<file path="config.mk">
export PLATFORM = sky130hd
export DESIGN_NAME = touch_toggle_phase_dimmer
export DESIGN_NICKNAME = d
export VERILOG_FILES = /design/src/sv/ttpd_pkg.sv /design/src/sv/ttpd_touch.sv /design/src/sv/ttpd_phase.sv /design/src/sv/touch_toggle_phase_dimmer.sv
export VERILOG_INCLUDE_DIRS = /design/src /design/src/sv
export SDC_FILE = /design/constraint.sdc
export NUM_CORES = 1
export LEC_CHECK = 0
export BUFFER_PORTS_ARGS = -buffer_cell sky130_fd_sc_hd__buf_2
export CAP_MARGIN = 15
export CORE_MARGIN = 4
export CORE_UTILIZATION = 55
export CTS_BUF_LIST = sky130_fd_sc_hd__clkbuf_8
export DETAILED_ROUTE_END_ITERATION = 8
export GPL_ROUTABILITY_DRIVEN = 0
export PLACE_DENSITY = 0.77
export SLEW_MARGIN = 20
export SYNTH_ARGS = -nofsm -noshare
export SYNTH_HDL_FRONTEND = slang
export SYNTH_HIERARCHICAL = 1
export SYNTH_SLANG_ARGS = --single-unit
</file>
<file path="constraint.sdc">
create_clock -name clk -period 9.2 [get_ports clk]
set_input_delay 0.92 -clock clk [delete_from_list [all_inputs] [get_ports clk]]
set_output_delay 0.92 -clock clk [all_outputs]
set_load 0.01 [all_outputs]
</file>
<file path="src/sv/touch_toggle_phase_dimmer_defines.svh">
// Assertion macros for the touch toggle phase dimmer.
`ifndef TOUCH_TOGGLE_PHASE_DIMMER_DEFINES_SVH
`define TOUCH_TOGGLE_PHASE_DIMMER_DEFINES_SVH

// Same-cycle implication, disabled during reset.
`define TTPD_ASSERT_NOW(lbl, ante, cons) \
	lbl: assert property (@(posedge clk) disable iff (!arst_n) (ante) |-> (cons)) \
		else $error("dimmer assertion failed");

// Next-cycle implication, disabled during reset.
`define TTPD_ASSERT_NEXT(lbl, ante, cons) \
	lbl: assert property (@(posedge clk) disable iff (!arst_n) (ante) |=> (cons)) \
		else $error("dimmer assertion failed");

`endif

</file>
<file path="src/sv/ttpd_pkg.sv">
// Types and constants shared by the touch toggle phase dimmer.
`timescale 1ns / 1ps
package ttpd_pkg;

	localparam int CAL_SAMPLES_DEF = 20;
	localparam int CAL_SUM_W       = 21;
	localparam int CFG_INDEX_W     = 3;
	localparam int CFG_DATA_W      = 16;

	typedef enum logic [1:0] {
		CMD_TOUCH = 2'd0,
		CMD_ZERO  = 2'd1,
		CMD_TICK  = 2'd2,
		CMD_NONE  = 2'd3
	} cmd_t;

	typedef enum logic [CFG_INDEX_W-1:0] {
		CFG_FOCUS       = 3'd0,
		CFG_DEADBAND    = 3'd1,
		CFG_PRESS       = 3'd2,
		CFG_RELEASE     = 3'd3,
		CFG_RELEARN     = 3'd4,
		CFG_FADE_ON     = 3'd5,
		CFG_FADE_OFF    = 3'd6,
		CFG_OFF_LIMIT   = 3'd7
	} cfg_index_t;

	typedef struct packed {
		logic [15:0] focus_count;
		logic [7:0]  deadband;
		logic [9:0]  press_margin;
		logic [9:0]  release_margin;
		logic [15:0] relearn_limit;
		logic [7:0]  fade_on_step;
		logic [7:0]  fade_off_step;
		logic [14:0] off_delay_limit;
	} cfg_t;

	typedef struct packed {
		logic [1:0]  cmd;
		logic [15:0] sample;
	} evt_t;

	typedef struct packed {
		logic fire;
		logic lamp_on;
		logic calibrating;
	} res_t;

	typedef struct packed {
		logic lamp_on;
		logic calibrating;
	} touch_st_t;

endpackage

</file>
<file path="src/sv/ttpd_touch.sv">
// Touch sample path: calibration average, deadband tracker, press detection and toggle.
`timescale 1ns / 1ps
module ttpd_touch import ttpd_pkg::*; #(
	parameter int CAL_SAMPLES = CAL_SAMPLES_DEF
) (
	input  logic        clk,
	input  logic        arst_n,
	input  logic        en,
	input  logic [15:0] sample,
	input  cfg_t        cfg,
	output touch_st_t   st_cur,
	output touch_st_t   st_nxt
);

	localparam int CNT_W   = $clog2(CAL_SAMPLES + 1);
	localparam int SHIFT   = CAL_SUM_W + $clog2(CAL_SAMPLES);
	localparam int MULT_W  = SHIFT + 1;
	localparam int PROD_W  = CAL_SUM_W + MULT_W;
	localparam logic [MULT_W-1:0] MULT =
		MULT_W'(((64'd1 << SHIFT) + 64'(CAL_SAMPLES) - 64'd1) / 64'(CAL_SAMPLES));

	logic [CNT_W-1:0]     cal_count_q, cal_count_n;
	logic [CAL_SUM_W-1:0] cal_sum_q, cal_sum_n;
	logic [15:0]          baseline_q, baseline_n;
	logic [15:0]          tracked_q, tracked_n;
	logic [15:0]          press_q, press_n;
	logic [15:0]          release_q, release_n;
	logic                 toggle_q, toggle_n;
	logic [PROD_W-1:0]    prod;
	logic [16:0]          trk_hi;
	logic [16:0]          press_inc, release_inc;
	logic [15:0]          pm, rm, db;
	logic                 calibrating;

	assign pm          = 16'(cfg.press_margin);
	assign rm          = 16'(cfg.release_margin);
	assign db          = 16'(cfg.deadband);
	assign calibrating = cal_count_q < CNT_W'(CAL_SAMPLES);
	assign cal_sum_n   = calibrating ? (cal_sum_q + CAL_SUM_W'(sample)) : cal_sum_q;
	assign prod        = PROD_W'(cal_sum_n) * PROD_W'(MULT);
	assign trk_hi      = {1'b0, tracked_q} + 17'(db);
	assign press_inc   = {1'b0, press_q} + 17'd1;
	assign release_inc = {1'b0, release_q} + 17'd1;

	always_comb begin
		cal_count_n = cal_count_q;
		baseline_n  = baseline_q;
		tracked_n   = tracked_q;
		press_n     = press_q;
		release_n   = release_q;
		toggle_n    = toggle_q;
		if (calibrating) begin
			cal_count_n = cal_count_q + CNT_W'(1);
			if (cal_count_n >= CNT_W'(CAL_SAMPLES)) begin
				baseline_n = prod[SHIFT +: 16];
			end
		end else begin
			if ({1'b0, sample} > trk_hi || tracked_q < db || sample < tracked_q - db) begin
				tracked_n = sample;
			end
			if (baseline_q < pm || tracked_n < baseline_q - pm) begin
				release_n = '0;
				if (press_inc > {1'b0, cfg.relearn_limit}) begin
					press_n    = '0;
					baseline_n = tracked_n;
				end else begin
					press_n = press_inc[15:0];
				end
			end else if (baseline_q >= rm && tracked_n > baseline_q - rm) begin
				press_n = '0;
				if (release_inc > {1'b0, cfg.relearn_limit}) begin
					release_n  = '0;
					baseline_n = tracked_n;
				end else begin
					release_n = release_inc[15:0];
				end
			end
			if (press_n == cfg.focus_count) begin
				toggle_n = ~toggle_q;
			end
		end
	end

	always_ff @(posedge clk or negedge arst_n) begin
		if (!arst_n) begin
			cal_count_q <= '0;
			cal_sum_q   <= '0;
			baseline_q  <= '0;
			tracked_q   <= '0;
			press_q     <= '0;
			release_q   <= '0;
			toggle_q    <= 1'b0;
		end else if (en) begin
			cal_count_q <= cal_count_n;
			cal_sum_q   <= cal_sum_n;
			baseline_q  <= baseline_n;
			tracked_q   <= tracked_n;
			press_q     <= press_n;
			release_q   <= release_n;
			toggle_q    <= toggle_n;
		end
	end

	assign st_cur.lamp_on     = toggle_q;
	assign st_cur.calibrating = calibrating;
	assign st_nxt.lamp_on     = en ? toggle_n : toggle_q;
	assign st_nxt.calibrating = en ? (cal_count_n < CNT_W'(CAL_SAMPLES)) : calibrating;

endmodule

</file>
<file path="src/sv/ttpd_phase.sv">
// Phase-angle firing: mains period capture, fade delays and triac firing level.
`timescale 1ns / 1ps
module ttpd_phase import ttpd_pkg::*; (
	input  logic clk,
	input  logic arst_n,
	input  logic en_zero,
	input  logic en_tick,
	input  logic lamp_on,
	input  cfg_t cfg,
	output logic fire_cur,
	output logic fire_nxt
);

	logic [15:0] tick_q, tick_n;
	logic [15:0] period_q, period_n;
	logic [15:0] on_delay_q, on_delay_n;
	logic [15:0] off_delay_q, off_delay_n;
	logic        fire_q, fire_n;
	logic [15:0] on_dec;
	logic [15:0] tick_inc;

	assign on_dec   = on_delay_q - 16'(cfg.fade_on_step);
	assign tick_inc = tick_q + 16'd1;

	always_comb begin
		tick_n      = tick_q;
		period_n    = period_q;
		on_delay_n  = on_delay_q;
		off_delay_n = off_delay_q;
		fire_n      = fire_q;
		if (en_zero) begin
			period_n = tick_q;
			tick_n   = '0;
			if (lamp_on) begin
				if (on_dec[15]) begin
					on_delay_n = 16'hFFFF;
					fire_n     = 1'b1;
				end else begin
					on_delay_n = on_dec;
					fire_n     = 1'b0;
				end
			end else begin
				fire_n = 1'b0;
				if ($signed(off_delay_q) <= $signed({1'b0, cfg.off_delay_limit})) begin
					off_delay_n = off_delay_q + 16'(cfg.fade_off_step);
				end
			end
		end else if (en_tick) begin
			tick_n = tick_inc;
			if (lamp_on) begin
				if ($signed(tick_inc) >= $signed(on_delay_q)) begin
					fire_n = 1'b1;
				end
				off_delay_n = on_delay_q;
			end else begin
				if (tick_inc == off_delay_q) begin
					fire_n = 1'b1;
				end
				on_delay_n = period_q;
			end
		end
	end

	always_ff @(posedge clk or negedge arst_n) begin
		if (!arst_n) begin
			tick_q      <= '0;
			period_q    <= '0;
			on_delay_q  <= '0;
			off_delay_q <= '0;
			fire_q      <= 1'b0;
		end else begin
			tick_q      <= tick_n;
			period_q    <= period_n;
			on_delay_q  <= on_delay_n;
			off_delay_q <= off_delay_n;
			fire_q      <= fire_n;
		end
	end

	assign fire_cur = fire_q;
	assign fire_nxt = fire_n;

endmodule

</file>
<file path="src/sv/touch_toggle_phase_dimmer.sv">
// Top level of the touch toggle phase dimmer: handshakes, configuration and result register.
//
// Usage:
//   evt channel (evt_valid/evt_stall/evt) carries one event per transaction:
//   a touch sample, a mains zero cross or a timer tick. Every event yields
//   exactly one result transaction on the res channel (res_valid/res_stall/res)
//   holding the firing level, lamp state and calibration flag after it.
//   An accepted event passes through the input register and then the result
//   register before res_valid. Throughput is one event per cycle unless
//   res_stall holds a result; state updates per event, so each sees the last.
//   The cfg channel (cfg_valid/cfg_ready, cfg_index, cfg_data) writes one of
//   eight registers per transaction and is always ready; write only while idle.
//   Reset clears all event state, loads the register defaults and empties
//   both stages; the first CAL_SAMPLES touch samples set the baseline.
//   When res_stall is high the result holds, the input register fills and
//   evt_stall rises only once both stages hold a transaction.
`timescale 1ns / 1ps
`include "touch_toggle_phase_dimmer_defines.svh"
module touch_toggle_phase_dimmer import ttpd_pkg::*; #(
	parameter int CAL_SAMPLES = CAL_SAMPLES_DEF
) (
	input  logic                   clk,
	input  logic                   arst_n,
	input  logic                   evt_valid,
	output logic                   evt_stall,
	input  evt_t                   evt,
	output logic                   res_valid,
	input  logic                   res_stall,
	output res_t                   res,
	input  logic                   cfg_valid,
	output logic                   cfg_ready,
	input  logic [CFG_INDEX_W-1:0] cfg_index,
	input  logic [CFG_DATA_W-1:0]  cfg_data
);

	cfg_t      cfg_q;
	logic      s1_valid_q;
	evt_t      evt_s1;
	logic      res_valid_q;
	res_t      res_q;
	logic      advance;
	logic      en_touch, en_zero, en_tick;
	logic      fire_cur, fire_nxt;
	touch_st_t st_cur, st_nxt;
	cmd_t      cmd_s1;

	assign cfg_ready = 1'b1;
	assign cmd_s1    = cmd_t'(evt_s1.cmd);
	assign advance   = s1_valid_q && (!res_valid_q || !res_stall);
	assign evt_stall = s1_valid_q && !advance;

	always_comb begin
		en_touch = 1'b0;
		en_zero  = 1'b0;
		en_tick  = 1'b0;
		unique case (cmd_s1)
			CMD_TOUCH: en_touch = advance;
			CMD_ZERO:  en_zero  = advance;
			CMD_TICK:  en_tick  = advance;
			CMD_NONE:  ;
		endcase
	end

	always_ff @(posedge clk or negedge arst_n) begin
		if (!arst_n) begin
			cfg_q.focus_count     <= 16'd1000;
			cfg_q.deadband        <= 8'd10;
			cfg_q.press_margin    <= 10'd50;
			cfg_q.release_margin  <= 10'd20;
			cfg_q.relearn_limit   <= 16'd5000;
			cfg_q.fade_on_step    <= 8'd2;
			cfg_q.fade_off_step   <= 8'd4;
			cfg_q.off_delay_limit <= 15'd160;
		end else if (cfg_valid && cfg_ready) begin
			unique case (cfg_index_t'(cfg_index))
				CFG_FOCUS:     cfg_q.focus_count     <= cfg_data;
				CFG_DEADBAND:  cfg_q.deadband        <= cfg_data[7:0];
				CFG_PRESS:     cfg_q.press_margin    <= cfg_data[9:0];
				CFG_RELEASE:   cfg_q.release_margin  <= cfg_data[9:0];
				CFG_RELEARN:   cfg_q.relearn_limit   <= cfg_data;
				CFG_FADE_ON:   cfg_q.fade_on_step    <= cfg_data[7:0];
				CFG_FADE_OFF:  cfg_q.fade_off_step   <= cfg_data[7:0];
				CFG_OFF_LIMIT: cfg_q.off_delay_limit <= cfg_data[14:0];
			endcase
		end
	end

	always_ff @(posedge clk or negedge arst_n) begin
		if (!arst_n) begin
			s1_valid_q <= 1'b0;
		end else if (evt_valid && !evt_stall) begin
			s1_valid_q <= 1'b1;
		end else if (advance) begin
			s1_valid_q <= 1'b0;
		end
	end

	always_ff @(posedge clk) begin
		if (evt_valid && !evt_stall) begin
			evt_s1 <= evt;
		end
	end

	always_ff @(posedge clk or negedge arst_n) begin
		if (!arst_n) begin
			res_valid_q <= 1'b0;
		end else if (advance) begin
			res_valid_q <= 1'b1;
		end else if (!res_stall) begin
			res_valid_q <= 1'b0;
		end
	end

	always_ff @(posedge clk) begin
		if (advance) begin
			res_q.fire        <= fire_nxt;
			res_q.lamp_on     <= st_nxt.lamp_on;
			res_q.calibrating <= st_nxt.calibrating;
		end
	end

	ttpd_touch #(
		.CAL_SAMPLES(CAL_SAMPLES)
	) u_touch (
		.clk    (clk),
		.arst_n (arst_n),
		.en     (en_touch),
		.sample (evt_s1.sample),
		.cfg    (cfg_q),
		.st_cur (st_cur),
		.st_nxt (st_nxt)
	);

	ttpd_phase u_phase (
		.clk      (clk),
		.arst_n   (arst_n),
		.en_zero  (en_zero),
		.en_tick  (en_tick),
		.lamp_on  (st_cur.lamp_on),
		.cfg      (cfg_q),
		.fire_cur (fire_cur),
		.fire_nxt (fire_nxt)
	);

	assign res_valid = res_valid_q;
	assign res       = res_q;

	`TTPD_ASSERT_NEXT(a_result_follows, advance, res_valid)
	`TTPD_ASSERT_NOW(a_no_toggle_in_cal, st_cur.calibrating, !st_cur.lamp_on && !fire_cur || st_cur.calibrating && !st_cur.lamp_on)
	`TTPD_ASSERT_NEXT(a_zero_off_no_fire, en_zero && !st_cur.lamp_on, !res.fire && !fire_cur)

endmodule

</file>
# Yosys cells after proc, flatten, opt, wreduce, memory -nomap -nowiden
# Cells that the tools add are included.
# word_totals
register_bits	270
input_bits	42
output_inout_bits	6
# op_classes
addsub	11
mul	1
order_cmp	14
eq_ne	18
n_mux	47
bitwise	2
n_reduce_logical	33
# ops
op	count
$mux 16	27
$mul 21x20->40 const B	1
$add 16x1->17 const B	2
$gt 17x16->1	2
$eq 16x16->1	2
$lt 16x16->1	2
$sub 16x10->16	2
$sub 16x8->16	2
$add 21x16->21	1
$mux 21	1
$mux 1	18
$reduce_and 2->1	9
$add 16x8->17	1
$gt 16x17->1	1
$add 16x1->16 const B	1
$add 16x8->16	1
$ge 16x10->1	1
$ge 16x16->1	1
$gt 16x16->1	1
$le 16x16->1	1
$lt 16x10->1	1
$lt 16x8->1	1
$eq 3x3->1 const B	4
$lt 5x5->1 const B	2
21 further kinds	41

# Depth between registers and ports, before layout
# logic_depth
ltp_word	15
ltp_mapped	38
depth_no_buf	38

# Modules after synthesis
# The synthesis kept the hierarchy.
# modules_own_cells
module	n_inst	cells_per_inst	area_per_inst_um2	seq_area_each_um2
ttpd_touch	1	1982	17418.0	2277.2
ttpd_phase	1	628	5415.2	1626.6
touch_toggle_phase_dimmer	1	236	4300.4	2985.4

# Worst setup path after synthesis
# No wires, ideal clock.
# synth_path
kind	register to register
startpoint	reg evt_s1[0] (netlist bit)
endpoint	reg u_touch.baseline_q[15]
setup_time_ps	88
arrival_time_ps	8559
t_required_ps	9112
path_slack_ps	553
stages_incl_launch_ff	36
synth_period_minus_slack_ps	8647
path_cell_list	edfxtp_1 ha_1 fa_1 a21o_1 a21oi_1 o21bai_1 a21oi_1 o21bai_1 a41o_1 o41ai_1 o2111a_1 o21ba_2 nor3b_1 xor2_1 ha_1 inv_1 fa_1 inv_1 ha_1 inv_1 fa_1 fa_1 inv_1 fa_1 fa_1 ha_1 a2111oi_0 nand2_1 a221oi_1 o21ai_0 nand4_1 o31ai_1 o31ai_1 nor2b_1 o21ai_0 a41oi_1
# synth_lines
element	line	rtl
start, declared	touch_toggle_phase_dimmer.sv:38	evt_t evt_s1;
start signal, assigned	touch_toggle_phase_dimmer.sv:100	evt_s1 <= evt;
$add 21x16->21	ttpd_touch.sv:39	assign cal_sum_n = calibrating ? (cal_sum_q + CAL_SUM_W'(sample)) : cal_sum_q;
$mux 21	ttpd_touch.sv:39	
named net u_touch.cal_sum_n[18]	ttpd_touch.sv:23	logic [CAL_SUM_W-1:0] cal_sum_q, cal_sum_n;
$mul 21x20->40	ttpd_touch.sv:40	assign prod = PROD_W'(cal_sum_n) * PROD_W'(MULT);
$mux 16	ttpd_touch.sv:54	if (cal_count_n >= CNT_W'(CAL_SAMPLES)) begin
$mux 16	ttpd_touch.sv:52	if (calibrating) begin
end signal, assigned	ttpd_touch.sv:96	baseline_q <= baseline_n;
end, declared	ttpd_touch.sv:24	logic [15:0] baseline_q, baseline_n;
# The timed path passes the listed nets, and every way through them passes these cells. The select of a mux whose other input is x is not followed.
# A chain may end at the register's enable or synchronous reset.

# Worst setup path after layout
# layout_path
startpoint	reg u_touch.cal_sum_q[0]
endpoint	reg u_touch.baseline_q[13]
# layout_between
elab_chain_len	5
# layout_rtl
element	line	rtl
start, declared	ttpd_touch.sv:23	
start signal, assigned	ttpd_touch.sv:95	cal_sum_q <= cal_sum_n;
$add 21x16->21	ttpd_touch.sv:39	
$mux 21	ttpd_touch.sv:39	
named net u_touch.cal_sum_n[12]	ttpd_touch.sv:23	
$mul 21x20->40	ttpd_touch.sv:40	
$mux 16	ttpd_touch.sv:54	
$mux 16	ttpd_touch.sv:52	
# The timed path passes the listed nets, and every way through them passes these cells. The select of a mux whose other input is x is not followed.

==> impl_metrics.toml <==
[routing]
drtIter0Drc = 1670
ant_nets = 0
avgRoutedWirePerCell_um = 19.8
firstDrtPassIters = 6
vias = 21580
via_per_inst = 5.99
drcViolationCount = 0
wl_um = 71300

[floorplanning]
dieWidth_um = 230
core_area_um2 = 48800
die_h_um = 230
io_pins = 48
dieArea_um2 = 52900
row_count = 81
start_util_pct = 55.5

[clock_tree]
cts_hold_buffers = 0
cts_inserted_buffers = 48
ctsHtreeMaxLevel = 2
clk_pin_slew_ns = 0.06
cts.sinks = 270
cts_tree = "yes"
cts_max_path_buffers = 3
cts_root_buf = "clkbuf_8"
insertion_delay_ns = 0.64

[finish]
multi_input_area_um2 = 18500
layout_common_cells = "ha_1 (394), inv_1 (390), dfrtp_1 (227)"
syn_to_final_growth_pct = 8.44
diodes = 0
regArea_um2 = 6890
final_common_cell = "ha_1"
fin_nets = 3492
fillers = 4012
drive_gt1_share_pct = 13.0

[worst_setup_path]
worst-endpoint-required_ns = 9.69
worst-path-max-fanout = 5
worst_ep_arrival_time_ns = 9.37
r2r_slack_ns = 0.31
critPathTopFamily = "adder cells"
critPathKind = "reg2reg"
path_buf_inv = 3
end_kind = "flip-flop"
cp-start-kind = "flip-flop"
cpPeakStageDelay_ns = 0.59
crit_top_cell = "fa_1"
cpMaxStageDelayCell = "fa_1"

[synthesis]
synth_cells = 2845
syn-num-nets = 3440
synth_area_per_cell_um2 = 9.53
yosys_warnings = 6
synth_area_um2 = 27100

[timing]
skew_ns = 0.0428
relSlewSlack_pct = 37.3
setup_tns_ns = 0
worst_slew_pin_slew_ns = 0.932
setup_viol = 0
max_freq_ghz = 0.113
finalHoldViolations = 0
finalWorstSetupSlack_ns = 0.313
min_period_ns = 8.89
slew_violations = 0
min_period_over_period_pct = 96.6

[grt]
grt_pass1_wl_um = 117000
antenna_found_initial = 0
grt_pass1_vias = 22574
grt_max_degree = 110
grt_usage_pct = 27.1
grt_overflow_total = 0

[place]
pre_cts_ws_ns = -0.443
dp_hpwl_um = 56300
io_buffers = 46

[flow_run]
maxCapViolations = 0

[hold_path]
min_path_type = "in2async"

[outcome]
status = "completed"
-- routing by layer --
layer	share of wire [%]	wire [um]	global-route usage, %	vias to the layer above
met2	49	34800	46.8	883
met1	40	28400	33.5	10483
met5	0	0	0	-
met4	5.0	3560	12.4	0
met3	6.4	4560	3.99	254
li1	-	-	-	9960
-- state kept, by name (all words and copies together) (netlist names), 2 cells and up --
register	cells
cfg_q	91
cmd_s1	2
evt_s1	16
res	3
u_phase/off_delay_q	16
u_phase/on_delay_q	16
u_phase/period_q	16
u_phase/tick_q	16
u_touch/baseline_q	16
u_touch/cal_count_q	5
u_touch/cal_sum_q	21
u_touch/press_q	16
u_touch/release_q	16
u_touch/tracked_q	16
-- per-stage QoR --
stage	std cells	area [um^2]	hold slack, ns	utilization (%)
final	3600	29400	0.316	60.2
after CTS	3596	29300	0.350	59.9
after global placement	3506	28100	0.452	57.6
after detailed placement	3506	28100	0.463	57.6
after global routing	3600	29400	0.387	60.2
after floorplan	2845	27100	0.436	-
-- path summary, 6_finish.rpt --
kind	from	endpoint	cells after the start
min in group clk	evt[17]	cmd_s1[1]	1
hold / removal	arst_n	u_phase/period_q[11]	1
max in group asynchronous	arst_n	u_touch/cal_sum_q[17]	2
hold reg to reg	u_phase/period_q[3]	u_phase/period_q[3]	2
setup / recovery	u_touch/cal_sum_q[0]	u_touch/baseline_q[13]	35
setup reg to reg	u_touch/cal_sum_q[0]	u_touch/baseline_q[13]	35
-- final cells by class --
type                       count  share of cell area (%)
multi-input combinational   2097                    62.9
sequential                   270                    23.4
inverter                     378                    4.82
tap                          664                    2.82
clock buffer                  57                    2.67
timing repair buffer         102                    2.25
clock inverter                32                    1.08
-- timing repair --
| item | 4_1_cts | 5_1_grt |
|---|---|---|
| pin swaps | 1 | 10 |
| gates resized for setup | 8 | 26 |
| buffers inserted | 1 | 4 |
| setup endpoints to repair | 13 | 18 |
Power is left out: the tool's default activity adds up to more than one toggle a clock period on the data nets, which glitch-free logic cannot reach.
